**src/hdl/fcr_pkg.sv**
```systemverilog
// ----------------------------------------------------------------------------
// fcr_pkg
// Shared types and constants for the frame chunk reassembly checker.
// ----------------------------------------------------------------------------
package fcr_pkg;

    localparam int HEADER_BYTES    = 48;
    localparam int MAX_CHUNK_BYTES = 8192;
    localparam int MAX_FRAME_BYTES = 524288;
    localparam int MAX_CHUNKS      = 64;

    // widths of tracked quantities (sized to hold the maxima above)
    localparam int FRAME_BYTES_W = 20;
    localparam int CHUNK_CNT_W   = 7;
    localparam int WR_OFFSET_W   = 19;
    localparam int WR_LENGTH_W   = 14;

    localparam int CFG_DATA_W  = 32;
    localparam int CFG_INDEX_W = 1;

    localparam logic [CFG_INDEX_W-1:0] REG_STREAM_INFO_VALID  = 1'd0;
    localparam logic [CFG_INDEX_W-1:0] REG_EXPECTED_STREAM_ID = 1'd1;

    typedef enum logic [1:0] {
        VERDICT_ACCEPTED = 2'd0,
        VERDICT_MALFORMED = 2'd1,
        VERDICT_STRAY_START = 2'd2,
        VERDICT_MISMATCH = 2'd3
    } verdict_t;

    typedef struct packed {
        logic [15:0] packet_size;
        logic [15:0] chunk_data_size;
        logic [31:0] stream_id;
        logic [31:0] total_frame_size;
        logic [15:0] chunk_count;
        logic [15:0] chunk_index;
        logic [31:0] chunk_offset;
        logic [63:0] frame_id;
        logic [63:0] time_stamp;
        logic [7:0]  kind_of_frame;
    } chunk_t;

    typedef struct packed {
        verdict_t                 verdict;
        logic                     prior_frame_dropped;
        logic [WR_OFFSET_W-1:0]   write_offset;
        logic [WR_LENGTH_W-1:0]   write_length;
        logic                     frame_complete;
        logic [63:0]              done_frame_id;
        logic [63:0]              done_time_stamp;
        logic [7:0]               done_frame_kind;
        logic [FRAME_BYTES_W-1:0] done_frame_bytes;
        logic [CHUNK_CNT_W-1:0]   done_chunk_total;
    } result_t;

    // classified chunk handed from front to back; sizes are only
    // meaningful when malformed is low
    typedef struct packed {
        logic                     malformed;
        logic [63:0]              frame_id;
        logic [63:0]              time_stamp;
        logic [7:0]               kind;
        logic [FRAME_BYTES_W-1:0] frame_bytes;
        logic [CHUNK_CNT_W-1:0]   count;
        logic [CHUNK_CNT_W-1:0]   index;
        logic [WR_OFFSET_W-1:0]   offset;
        logic [WR_LENGTH_W-1:0]   length;
    } cls_t;

endpackage

```
**src/hdl/fcr_back.sv**
```systemverilog
// ----------------------------------------------------------------------------
// fcr_back
// Frame tracker: applies one classified chunk per cycle, while the result queue
// has room, to the reassembly state and queues the result for the consumer.
// ----------------------------------------------------------------------------
module fcr_back (
    input  logic             clk,
    input  logic             rst_n,
    input  logic             q_empty,
    output logic             q_pop,
    input  fcr_pkg::cls_t    cls,
    output logic             empty,
    input  logic             pop,
    output fcr_pkg::result_t result
);

    logic                                 assembling_reg;
    logic [63:0]                          current_frame_reg;
    logic [63:0]                          current_stamp_reg;
    logic [fcr_pkg::FRAME_BYTES_W-1:0]    expected_bytes_reg;
    logic [fcr_pkg::FRAME_BYTES_W-1:0]    received_bytes_reg;
    logic [fcr_pkg::CHUNK_CNT_W-1:0]      expected_chunks_reg;
    logic [fcr_pkg::CHUNK_CNT_W-1:0]      next_index_reg;
    logic [7:0]                           current_kind_reg;

    logic                                 assembling_next;
    logic [63:0]                          current_frame_next;
    logic [63:0]                          current_stamp_next;
    logic [fcr_pkg::FRAME_BYTES_W-1:0]    expected_bytes_next;
    logic [fcr_pkg::FRAME_BYTES_W-1:0]    received_bytes_next;
    logic [fcr_pkg::CHUNK_CNT_W-1:0]      expected_chunks_next;
    logic [fcr_pkg::CHUNK_CNT_W-1:0]      next_index_next;
    logic [7:0]                           current_kind_next;

    fcr_pkg::result_t                     res;
    logic                                 new_frame;
    logic [fcr_pkg::FRAME_BYTES_W-1:0]    byte_sum;
    logic [fcr_pkg::CHUNK_CNT_W-1:0]      idx_inc;

    // result queue
    fcr_pkg::result_t                     res_mem [2];
    logic                                 res_wr_ptr_reg;
    logic                                 res_rd_ptr_reg;
    logic [1:0]                           res_count_reg;
    logic                                 res_wr;
    logic                                 res_rd;

    assign q_pop  = ~q_empty & (res_count_reg != 2'd2);
    assign res_wr = q_pop;
    assign res_rd = pop & ~empty;
    assign empty  = res_count_reg == 2'd0;
    assign result = res_mem[res_rd_ptr_reg];

    always_comb
    begin
        assembling_next      = assembling_reg;
        current_frame_next   = current_frame_reg;
        current_stamp_next   = current_stamp_reg;
        expected_bytes_next  = expected_bytes_reg;
        received_bytes_next  = received_bytes_reg;
        expected_chunks_next = expected_chunks_reg;
        next_index_next      = next_index_reg;
        current_kind_next    = current_kind_reg;
        res                  = '0;
        res.verdict          = fcr_pkg::VERDICT_ACCEPTED;
        new_frame            = ~assembling_reg | (current_frame_reg != cls.frame_id);
        byte_sum             = '0;
        idx_inc              = '0;

        if (cls.malformed)
        begin
            res.verdict = fcr_pkg::VERDICT_MALFORMED;
        end
        else if (new_frame && cls.index != '0)
        begin
            res.prior_frame_dropped = assembling_reg;
            res.verdict             = fcr_pkg::VERDICT_STRAY_START;
            assembling_next         = 1'b0;
            received_bytes_next     = '0;
            next_index_next         = '0;
            expected_bytes_next     = '0;
            expected_chunks_next    = '0;
        end
        else if (!new_frame && (expected_bytes_reg != cls.frame_bytes ||
                 expected_chunks_reg != cls.count || next_index_reg != cls.index))
        begin
            res.verdict          = fcr_pkg::VERDICT_MISMATCH;
            assembling_next      = 1'b0;
            received_bytes_next  = '0;
            next_index_next      = '0;
            expected_bytes_next  = '0;
            expected_chunks_next = '0;
        end
        else
        begin
            // a new frame starts from zero received bytes and index zero
            res.prior_frame_dropped = new_frame & assembling_reg;
            if (new_frame)
            begin
                current_frame_next   = cls.frame_id;
                current_stamp_next   = cls.time_stamp;
                current_kind_next    = cls.kind;
                expected_bytes_next  = cls.frame_bytes;
                expected_chunks_next = cls.count;
                byte_sum = fcr_pkg::FRAME_BYTES_W'(cls.length);
                idx_inc  = fcr_pkg::CHUNK_CNT_W'(1);
            end
            else
            begin
                // at most 64 chunks of 8192 bytes, so the sum fits
                byte_sum = received_bytes_reg + fcr_pkg::FRAME_BYTES_W'(cls.length);
                idx_inc  = next_index_reg + fcr_pkg::CHUNK_CNT_W'(1);
            end
            assembling_next     = 1'b1;
            received_bytes_next = byte_sum;
            next_index_next     = idx_inc;
            res.write_offset    = cls.offset;
            res.write_length    = cls.length;
            if (received_bytes_next == expected_bytes_next &&
                idx_inc == expected_chunks_next)
            begin
                assembling_next      = 1'b0;
                res.frame_complete   = 1'b1;
                res.done_frame_id    = current_frame_next;
                res.done_time_stamp  = current_stamp_next;
                res.done_frame_kind  = current_kind_next;
                res.done_frame_bytes = received_bytes_next;
                res.done_chunk_total = expected_chunks_next;
            end
        end
    end

    always_ff @(posedge clk or negedge rst_n)
    begin
        if (!rst_n)
        begin
            assembling_reg      <= 1'b0;
            current_frame_reg   <= '0;
            current_stamp_reg   <= '0;
            expected_bytes_reg  <= '0;
            received_bytes_reg  <= '0;
            expected_chunks_reg <= '0;
            next_index_reg      <= '0;
            current_kind_reg    <= '0;
            res_wr_ptr_reg      <= 1'b0;
            res_rd_ptr_reg      <= 1'b0;
            res_count_reg       <= 2'd0;
        end
        else
        begin
            if (q_pop)
            begin
                assembling_reg      <= assembling_next;
                current_frame_reg   <= current_frame_next;
                current_stamp_reg   <= current_stamp_next;
                expected_bytes_reg  <= expected_bytes_next;
                received_bytes_reg  <= received_bytes_next;
                expected_chunks_reg <= expected_chunks_next;
                next_index_reg      <= next_index_next;
                current_kind_reg    <= current_kind_next;
            end
            if (res_wr)
                res_wr_ptr_reg <= ~res_wr_ptr_reg;
            if (res_rd)
                res_rd_ptr_reg <= ~res_rd_ptr_reg;
            if (res_wr && !res_rd)
                res_count_reg <= res_count_reg + 2'd1;
            else if (res_rd && !res_wr)
                res_count_reg <= res_count_reg - 2'd1;
        end
    end

    always_ff @(posedge clk)
    begin
        if (res_wr)
            res_mem[res_wr_ptr_reg] <= res;
    end

endmodule

```
**config.mk**
```make
export PLATFORM = sky130hd
export DESIGN_NAME = fcr_back
export DESIGN_NICKNAME = d
export VERILOG_FILES = /design/src/hdl/fcr_pkg.sv /design/src/hdl/fcr_back.sv
export SDC_FILE = /design/constraint.sdc
export NUM_CORES = 1
export LEC_CHECK = 0
export BUFFER_PORTS_ARGS = -buffer_cell sky130_fd_sc_hd__clkbuf_2
export CORE_MARGIN = 2
export CORE_UTILIZATION = 40
export DETAILED_ROUTE_END_ITERATION = 12
export PLACE_DENSITY = 0.65
export SKIP_CTS_REPAIR_TIMING = 1
export SLEW_MARGIN = 5
export SYNTH_ARGS = -nofsm -noshare
export SYNTH_HDL_FRONTEND = slang
export SYNTH_SLANG_ARGS = --single-unit
```
**constraint.sdc**
```tcl
create_clock -name clk -period 11.87 [get_ports clk]
set_input_delay 2.374 -clock clk [delete_from_list [all_inputs] [get_ports clk]]
set_output_delay 2.374 -clock clk [all_outputs]
set_load 0.02 [all_outputs]
```
==> After elaboration in Yosys (flattened, before gate mapping) <==
Memory sizes are Yosys's and may differ from the RTL's.
Cells that the tools add are included.
{ "totals": {"memories": 1, "ff_bits": 195, "elab_cells": 91, "ramBits": 400, "output_inout_bits": 202, "input_bits": 208} }
{ "classes": {"eq_ne": 7, "bitwise_logic": 12, "addsub": 4, "reduce_logical": 15, "muxes": 41} }
{ "mem_list": {"columns": ["name", "words", "width", "rd", "rd_ports_with_merged_regs", "wr", "line_no", "text"], "rows": [
  ["res_mem", 2, 200, 1, 0, 1, "fcr_back.sv:41", "fcr_pkg::result_t res_mem [2];"]
]} }
{ "op_table": {"columns": ["op", "n"], "rows": [
  ["$mux 198", 2],
  ["$mux 20", 12],
  ["$mux 197", 1],
  ["$mux 164", 1],
  ["$mux 64", 2],
  ["$mux 7", 12],
  ["$ne 64x64->1", 1],
  ["$add 20x14->20", 1],
  ["$eq 20x20->1", 1],
  ["$ne 20x20->1", 1],
  ["$ne 7x7->1", 2],
  ["$mux 2", 4],
  ["$mux 8", 1],
  ["$not 1->1", 8],
  ["$add 7x1->7 const B", 1],
  ["$eq 7x7->1", 1],
  ["$reduce_bool 7->1", 1],
  ["$logic_and 1x1->1", 5],
  ["$mux 1", 5],
  ["$reduce_and 4->1", 1],
  ["$and 1x1->1", 3],
  ["$logic_not 1->1", 3],
  ["$mux 3", 1],
  ["$add 2x1->2 const B", 1],
  ["7 further kinds", 8]
]} }

==> Depth between registers and ports, before layout <==
Gate-level depths: netlist (run 1).
{ "logic_depth": {"depth_word": 13, "mapped_depth": 14, "ltp_nobuf": 12} }

==> Worst setup path after synthesis (run 1) <==
OpenSTA, ideal clock, no wires.
{ "synth_timing": {"path_kind": "input to register", "startpoint": "input q_empty", "endpoint": "memory res_mem[0][0] (netlist bit), enable pin", "setup_ns": 0.763, "arrival_time_ns": 10.874, "path_buffers": 0, "required_ns": 11.107, "slack_ns": 0.233, "stages": 2, "cell_sequence": "a21o_1 nor2_1"} }
{ "synth_via": {"elab_chain_cells": 4} }
{ "synth_lines": {"columns": ["element", "line_no", "text"], "rows": [
  ["start, declared", "fcr_back.sv:9", "input logic q_empty,"],
  ["$not 1->1", "fcr_back.sv:48", "assign q_pop = ~q_empty & (res_count_reg != 2'd2);"],
  ["$and 1x1->1", "fcr_back.sv:48", null],
  ["$mux 1", "fcr_back.sv:175", "if (res_wr)"],
  ["$mux 1 (implied by the code)", "fcr_back.sv:176", "res_mem[res_wr_ptr_reg] <= res;"],
  ["end, declared", "fcr_back.sv:41", null]
]} }
No other way between the ends.

==> results of run 1 <==
==> final cells by class <==
cell class	instances	area (um^2)	share of cell area, %
Sequential cell	595	16900	52.8
Tap cell	864	1080	3.38
Multi-Input combinational cell	1177	9130	28.6
Antenna cell	1	2.50	0.00783
Clock buffer	85	1820	5.68
Timing Repair Buffer	428	2220	6.95
Clock inverter	41	551	1.72
Inverter	73	274	0.857
==> cells by family after synthesis <==
| group | synth area share [%] |
|---|---|
| simple gates | 8.25 |
| flops | 63.2 |
| mux | 14.7 |
| fa+ha+maj | 0.824 |
| buf+inv | 2.83 |
| compound gates | 4.63 |
| xor+xnor | 5.50 |
==> layer usage <==
metal  up-vias  share of wire [%]  track usage [%]
li1       7978                  -                -
met1      8617                 42             25.1
met2       559                 47             32.3
met3       123                8.5             6.67
met4        14                2.5             6.40
met5         -               0.11                0
==> worst min-delay path by stage <==
stage          slack, ns                           endpoint                               from
2_1_floorplan       0.45  received_bytes_reg[0]$_DFFE_PN0P_  received_bytes_reg[0]$_DFFE_PN0P_
3_3_place_gp        0.47  received_bytes_reg[0]$_DFFE_PN0P_  received_bytes_reg[0]$_DFFE_PN0P_
3_5_place_dp        0.47  received_bytes_reg[0]$_DFFE_PN0P_  received_bytes_reg[0]$_DFFE_PN0P_
4_1_cts             0.49  received_bytes_reg[0]$_DFFE_PN0P_  received_bytes_reg[0]$_DFFE_PN0P_
5_1_grt             0.51  current_stamp_reg[60]$_DFFE_PN0P_  current_stamp_reg[60]$_DFFE_PN0P_
6_report            0.49  received_bytes_reg[0]$_DFFE_PN0P_  received_bytes_reg[0]$_DFFE_PN0P_
==> metrics by stage <==
stage	cells	utilization [%]	hold slack, ns	setup WS (ns)	area [um^2]
floorplan	1959	-	0.454	0.233	26700
global placement	3137	44.9	0.468	4.11	29600
detailed placement	3137	44.9	0.475	3.99	29600
CTS	3263	48.5	0.488	4.64	32000
global route	3264	48.5	0.510	4.44	32000
finish	3264	48.5	0.489	4.74	32000
==> cell usage after synthesis (all sizes together), types with 5 or more instances <==
cell type / count / share of area [%]
o31ai: 9 / 0.25
or4: 5 / 0.14
nand2b: 7 / 0.16
clkbuf: 72 / 1.0
nor2: 34 / 0.48
buf: 42 / 0.79
mux2: 273 / 12
a211oi: 6 / 0.19
o21ai: 106 / 2.0
a22o: 27 / 0.89
and2: 35 / 0.82
ha: 16 / 0.75
mux2i: 86 / 3.2
nor2b: 8 / 0.19
nor3: 164 / 3.1
nand3: 15 / 0.28
nand4: 12 / 0.28
dfrtp: 195 / 18
inv: 73 / 1.0
edfxtp: 400 / 45
a21oi: 23 / 0.45
xnor2: 39 / 1.3
nand2: 111 / 1.6
xor2: 121 / 4.0
a21o: 5 / 0.14
nor4: 36 / 0.95
==> tightest hold or removal path: cells and delay by family (launching register included) <==
family          cells  cell delay [ns]
flops               1             0.35
compound gates      1             0.06
simple gates        1             0.05
==> report_power, final <==
group / leakage, uW / internal [uW] / switching [uW] / total [uW]
logic: 0.00621 / 575 / 1040 / 1610
clock network: 0.00116 / 1320 / 870 / 2190
registers: 0.00673 / 2560 / 124 / 2690
total: 0.0141 / 4460 / 2030 / 6490
==> results.tsv, run 1 <==
stage	metric	value	unit
cells_and_area	fill count	5826	
cts	largest buffer count on any clock path	3	
floorplan	DIE WIDTH	262	um
route	wire length after detailed routing	69.7	mm
cts	TritonCTS clock tree	yes	
setup_path	cell chain of the critical path	clkbuf_2 -> xor2_1 -> nor4_1 -> nand4_1 -> nor4_4 -> nand2_8 -> or4_1 -> o31ai_1 -> nand3_4 -> buf_4 -> nor3_1	
timing	Max transition margin	21.6	%
setup_path	arrival time reported for the critical path endpoint	7.51	ns
route	number of DRC violations after detailed routing	0	
route	Vias	17291	
cts	clock latency at the later pin of the worst-skew pair	0.61	ns
grt	antenna violations before repair	10	
grt	global route total overflow	0	
setup_path	endpoint type of the worst setup path	flip-flop	
setup_path	kind of start point of the critical path	input port	
yosys	Distinct cells, synth	56	
yosys	flip-flop and latch count after synthesis	595	
timing	worst-margin pin slew	1.18	ns
setup_path	crit path to	res_mem[1][124]$_DFFE_PP_	
power	worst IR drop on VDD	0.120	mV
floorplan	die extent in y	262	um
grt	maximum number of pins on one net before global-route repair	147	
setup_path	Critical Path Source	cls[181]	
setup_path	largest driver fanout on the critical path	68	
floorplan	row count	94	
grt	GRT Resource Usage Total	19.9	%
setup_path	Crit path depth	11	
yosys	Syn Std Cell Area	26700	um^2
setup_path	FF-to-FF path depth	10	
power	Static Leakage	0.0141	uW
grt	wire length of the first global-routing pass	105	mm
timing	period utilization	60.1	%
floorplan	placeable core region	66000	um^2
timing	hold violation total from the final report	0	
yosys	fraction of registers with async set/reset	32.8	%
setup_path	Critical path buffers and inverters	2	
yosys	number of warning messages in the yosys log	0	
timing	clock period minus worst slack	7.13	ns
cells_and_area	signed area change from the synthesized netlist to the final layout	19.7	%
setup_path	kind of cell with the highest combined delay on the critical path	simple AND/OR/NAND/NOR gates	
cts	H-Tree Level Count	3	
route	Vias per Instance	5.30	
power	power density normalized to cell area	203	nW/um^2
timing	highest attainable clock frequency	140	MHz
cells_and_area	commonest cells after routing, fill and taps aside	sky130_fd_sc_hd__clkbuf_2 (408), sky130_fd_sc_hd__edfxtp_1 (400), sky130_fd_sc_hd__mux2_2 (273)	
cts	Clock Pin Slew Worst Setup and Hold Paths	0.06	ns
cells_and_area	leading cell type in the layout, fill and taps excluded	sky130_fd_sc_hd__clkbuf_2	
floorplan	initial core utilization	40.5	%
route	WL/cell	21.4	um
yosys	Most used DFF post-synth	sky130_fd_sc_hd__edfxtp_1	
cts	Inserted Clock Buffers	68	
route	Antenna Nets Post-Route	0	
cts	TritonCTS sink count	595	
yosys	Synthesized Nets	2184	
setup_path	reg-to-reg startpoint	current_frame_reg[42]$_DFFE_PN0P_	
floorplan	Ports	410	
placement	final HPWL from detailed placement	46.0	mm
hold_path	class of the worst hold path	reg2reg	
setup_path	data required time at the worst endpoint	12.26	ns
outcome	result of the run	completed	
timing	accumulated negative setup slack	0	ns
yosys	post-synthesis instance total	1959	
placement	Final GP Congestion	0.878	
setup_path	Setup CP Type	in2reg	
timing	worst clock skew	0.0204	ns
cells_and_area	ratio of cells with drive above 1 in the final layout	34.5	%
yosys	number of synthesized flops with an enable pin	400	
yosys	Synth Area per Inst	13.6	um^2
placement	number of input and output port buffers inserted	409	
cts	root buffer cell	sky130_fd_sc_hd__clkbuf_16	
cells_and_area	flip-flop count of the largest register after layout	400	
setup_path	CP peak stage delay	0.74	ns
floorplan	overall die area	68900	um^2
yosys	share of the yosys chip area belonging to registers	63.2	%
timing	final count of negative-setup-slack endpoints	0	
route	Iteration-0 DRC Markers	1354	
power	PnR Total Power	6490	uW
hold_path	depth of the worst hold-timing path	2	
grt	via count of the first global-routing pass	17739	
setup_path	Max stage delay cell, worst path	sky130_fd_sc_hd__nor4_4	
cells_and_area	# nets final	2568	
flow_run	total of max-cap violations	0	
setup_path	terminus of the critical flop-to-flop path	res_mem[1][124]$_DFFE_PP_	
timing	max-slew violations	0	
setup_path	r2r setup slk	6.25	ns
timing	setup repair after global routing missed its margin	false	
route	Pre-antenna DRT Iters	5	
(Power assumes the default switching activity.)
==> run 2: changes to the inputs <==
==> constraint.sdc (replaced) <==
create_clock -name clk -period 7 [get_ports clk]
set_input_delay 1.4 -clock clk [delete_from_list [all_inputs] [get_ports clk]]
set_output_delay 1.4 -clock clk [all_outputs]
set_load 0.02 [all_outputs]
==> run 2 against run 1 <==
Total power increased by 66%. Clock-buffer cell count up 9. Sequential share of layout area grew 0.20 points. Register-to-register slack got worse by 4.3 ns. Largest power group unchanged.
==> results.tsv, run 2 (synthesis results as in run 1) <==
stage	metric	value	unit
grt	wire length of the first global-routing pass	106	mm
route	WL/cell	21.3	um
cells_and_area	end-of-flow core utilization	48.3	%
timing	accumulated negative setup slack	0	ns
cells_and_area	fill count	5748	
power	Internal Dissipation	7380	uW
timing	setup repair after global routing missed its margin	false	
cells_and_area	area of the multi-input gates	9130	um^2
placement	pre-CTS worst setup slack	0.775	ns
route	Iteration-0 DRC Markers	1621	
cts	clock latency at the later pin of the worst-skew pair	0.60	ns
setup_path	kind of cell with the highest combined delay on the critical path	simple AND/OR/NAND/NOR gates	
cells_and_area	# nets final	2568	
cells_and_area	leading cell type in the layout, fill and taps excluded	sky130_fd_sc_hd__clkbuf_2	
grt	GRT Resource Usage Total	19.8	%
hold_path	endpoint of the worst hold-timing path	received_bytes_reg[7]$_DFFE_PN0P_	
setup_path	cell chain of the critical path	clkbuf_2 -> xor2_1 -> nor4_1 -> nand4_1 -> nor4_4 -> nand2_8 -> a21boi_0 -> nand2b_4 -> buf_4 -> o21ai_0	
setup_path	data required time at the worst endpoint	7.43	ns
power	fraction of power consumed by the clock network	32.2	%
timing	period utilization	80.6	%
placement	Inst Count DP	3138	
floorplan	die extent in y	262	um
hold_path	depth of the worst hold-timing path	2	
power	worst IR drop on VDD	0.200	mV
setup_path	Critical Path Source	cls[181]	
power	power density normalized to cell area	338	nW/um^2
cts	Clock Pin Slew Worst Setup and Hold Paths	0.06	ns
outcome	result of the run	completed	
route	Antenna Nets Post-Route	0	
cells_and_area	footprint of the flip-flops and latches	16900	um^2
setup_path	Setup CP Type	in2reg	
floorplan	DIE WIDTH	262	um
cts	TritonCTS sink count	595	
setup_path	reg-to-reg startpoint	current_frame_reg[42]$_DFFE_PN0P_	
timing	final worst slack	1.36	ns
grt	antenna violations before repair	7	
cts	TritonCTS clock tree	yes	
cts	largest buffer count on any clock path	3	
route	Met3 Wirelength	5.40	mm
placement	Final GP Congestion	0.898	
setup_path	endpoint type of the worst setup path	flip-flop	
grt	via count of the first global-routing pass	17663	
route	number of DRC violations after detailed routing	0	
timing	clock period minus worst slack	5.64	ns
route	Vias per Instance	5.26	
cells_and_area	ratio of cells with drive above 1 in the final layout	34.0	%
power	net switching share of the total power	31.4	%
floorplan	overall die area	68900	um^2
route	detailed-routed wire length on met2	33.3	mm
timing	highest attainable clock frequency	177	MHz
grt	maximum number of pins on one net before global-route repair	121	
setup_path	CP peak stage delay	0.83	ns
floorplan	Ports	410	
cts	H-Tree Level Count	3	
timing	worst clock skew	0.0223	ns
flow_run	total of max-cap violations	0	
grt	global route total overflow	0	
hold_path	class of the worst hold path	reg2reg	
floorplan	placeable core region	66000	um^2
cells_and_area	signed area change from the synthesized netlist to the final layout	19.2	%
cells_and_area	flip-flop count of the largest register after layout	400	
setup_path	r2r setup slk	1.96	ns
timing	final count of negative-setup-slack endpoints	0	
route	Vias	17170	
placement	final HPWL from detailed placement	46.2	mm
route	post-route met1 wirelength	29.1	mm
hold_path	origin of the worst min-delay path	received_bytes_reg[7]$_DFFE_PN0P_	
setup_path	Crit path depth	10	
timing	hold violation total from the final report	0	
cells_and_area	non-filler instance count after layout	3266	
setup_path	kind of start point of the critical path	input port	
power	sequential group share of total power	41.9	%
floorplan	row count	94	
power	power spent charging and discharging nets	3390	uW
power	Logic pwr share	25.9	%
route	highest signal layer in the routed design	met5	
setup_path	FF-to-FF path depth	9	
power	PnR Total Power	10800	uW
setup_path	Max stage delay cell, worst path	sky130_fd_sc_hd__nor4_1	
power	Static Leakage	0.0140	uW
route	Pre-antenna DRT Iters	5	
floorplan	initial core utilization	40.5	%
timing	max-slew violations	0	
route	wire length after detailed routing	69.6	mm
placement	number of input and output port buffers inserted	409	
setup_path	terminus of the critical flop-to-flop path	current_frame_reg[11]$_DFFE_PN0P_	
setup_path	Critical path buffers and inverters	2	
timing	worst-margin pin slew	1.26	ns
setup_path	largest driver fanout on the critical path	111	
setup_path	arrival time reported for the critical path endpoint	6.07	ns
cells_and_area	commonest cells after routing, fill and taps aside	sky130_fd_sc_hd__clkbuf_2 (408), sky130_fd_sc_hd__edfxtp_1 (400), sky130_fd_sc_hd__mux2_2 (273)	
timing	Max transition margin	15.7	%
cts	Inserted Clock Buffers	67	
cts	root buffer cell	sky130_fd_sc_hd__clkbuf_16	
## run 2: cell types whose count changed in the layout (fill, tap and decap cells not counted), sizes merged
cell / previous run / this run
buf: 19 / 21
diode: 1 / 5
clkbuf: 494 / 502
clkinvlp: 3 / 2
bufinv: 10 / 5
clkinv: 24 / 17
inv: 77 / 78
## run 2: worst max-delay path by stage
stage,end,slack [ns]
floorplan,res_mem[1][0]$_DFFE_PP_,-0.03
global placement,res_mem[1][137]$_DFFE_PP_,0.80
detailed placement,current_frame_reg[50]$_DFFE_PN0P_,0.77
CTS,current_frame_reg[0]$_DFFE_PN0P_,1.40
global route,current_frame_reg[26]$_DFFE_PN0P_,1.21
finish,current_frame_reg[11]$_DFFE_PN0P_,1.36
## run 2: worst reg2reg max path, stage by stage, from the launching register on
cell and delay [ns]:
sky130_fd_sc_hd__dfrtp_1 0.38, sky130_fd_sc_hd__xor2_1 0.19, sky130_fd_sc_hd__nor4_1 0.83, sky130_fd_sc_hd__nand4_1 0.32, sky130_fd_sc_hd__nor4_4 0.60, sky130_fd_sc_hd__nand2_8 0.29
sky130_fd_sc_hd__a21boi_0 0.68, sky130_fd_sc_hd__nand2b_4 0.51, sky130_fd_sc_hd__buf_4 0.80, sky130_fd_sc_hd__o21ai_0 0.27
## run 2: through the flow
| stage | hold slack (ns) | area, um^2 |
|---|---|---|
| floorplan | 0.454 | 26700 |
| global placement | 0.468 | 29700 |
| detailed placement | 0.478 | 29700 |
| CTS | 0.491 | 31800 |
| global route | 0.513 | 31800 |
| finish | 0.490 | 31900 |
## run 2: power groups by stage
stage	Clock, uW	Sequential (uW)	Combinational (uW)
2_1_floorplan	0	4590	1810
3_3_place_gp	0	4560	2820
3_5_place_dp	0	4580	2830
4_1_cts	3560	4510	2840
5_1_grt	3690	4550	2970
6_report	3470	4510	2790
## run 2: layout make-up
| class | instances | area share [%] |
|---|---|---|
| antenna | 5 | 0.0393 |
| multi-input combinational | 1177 | 28.7 |
| clock inverter | 29 | 0.998 |
| tap | 864 | 3.39 |
| timing repair buffer | 429 | 7.17 |
| clock buffer | 94 | 5.83 |
| inverter | 73 | 0.860 |
| sequential | 595 | 53.0 |
## run 2: routing by layer
| metal | vias up | GRT usage, % |
|---|---|---|
| li1 | 7964 | - |
| met1 | 8535 | 25.4 |
| met2 | 548 | 32.7 |
| met3 | 113 | 5.36 |
| met4 | 10 | 6.35 |
| met5 | - | 0 |
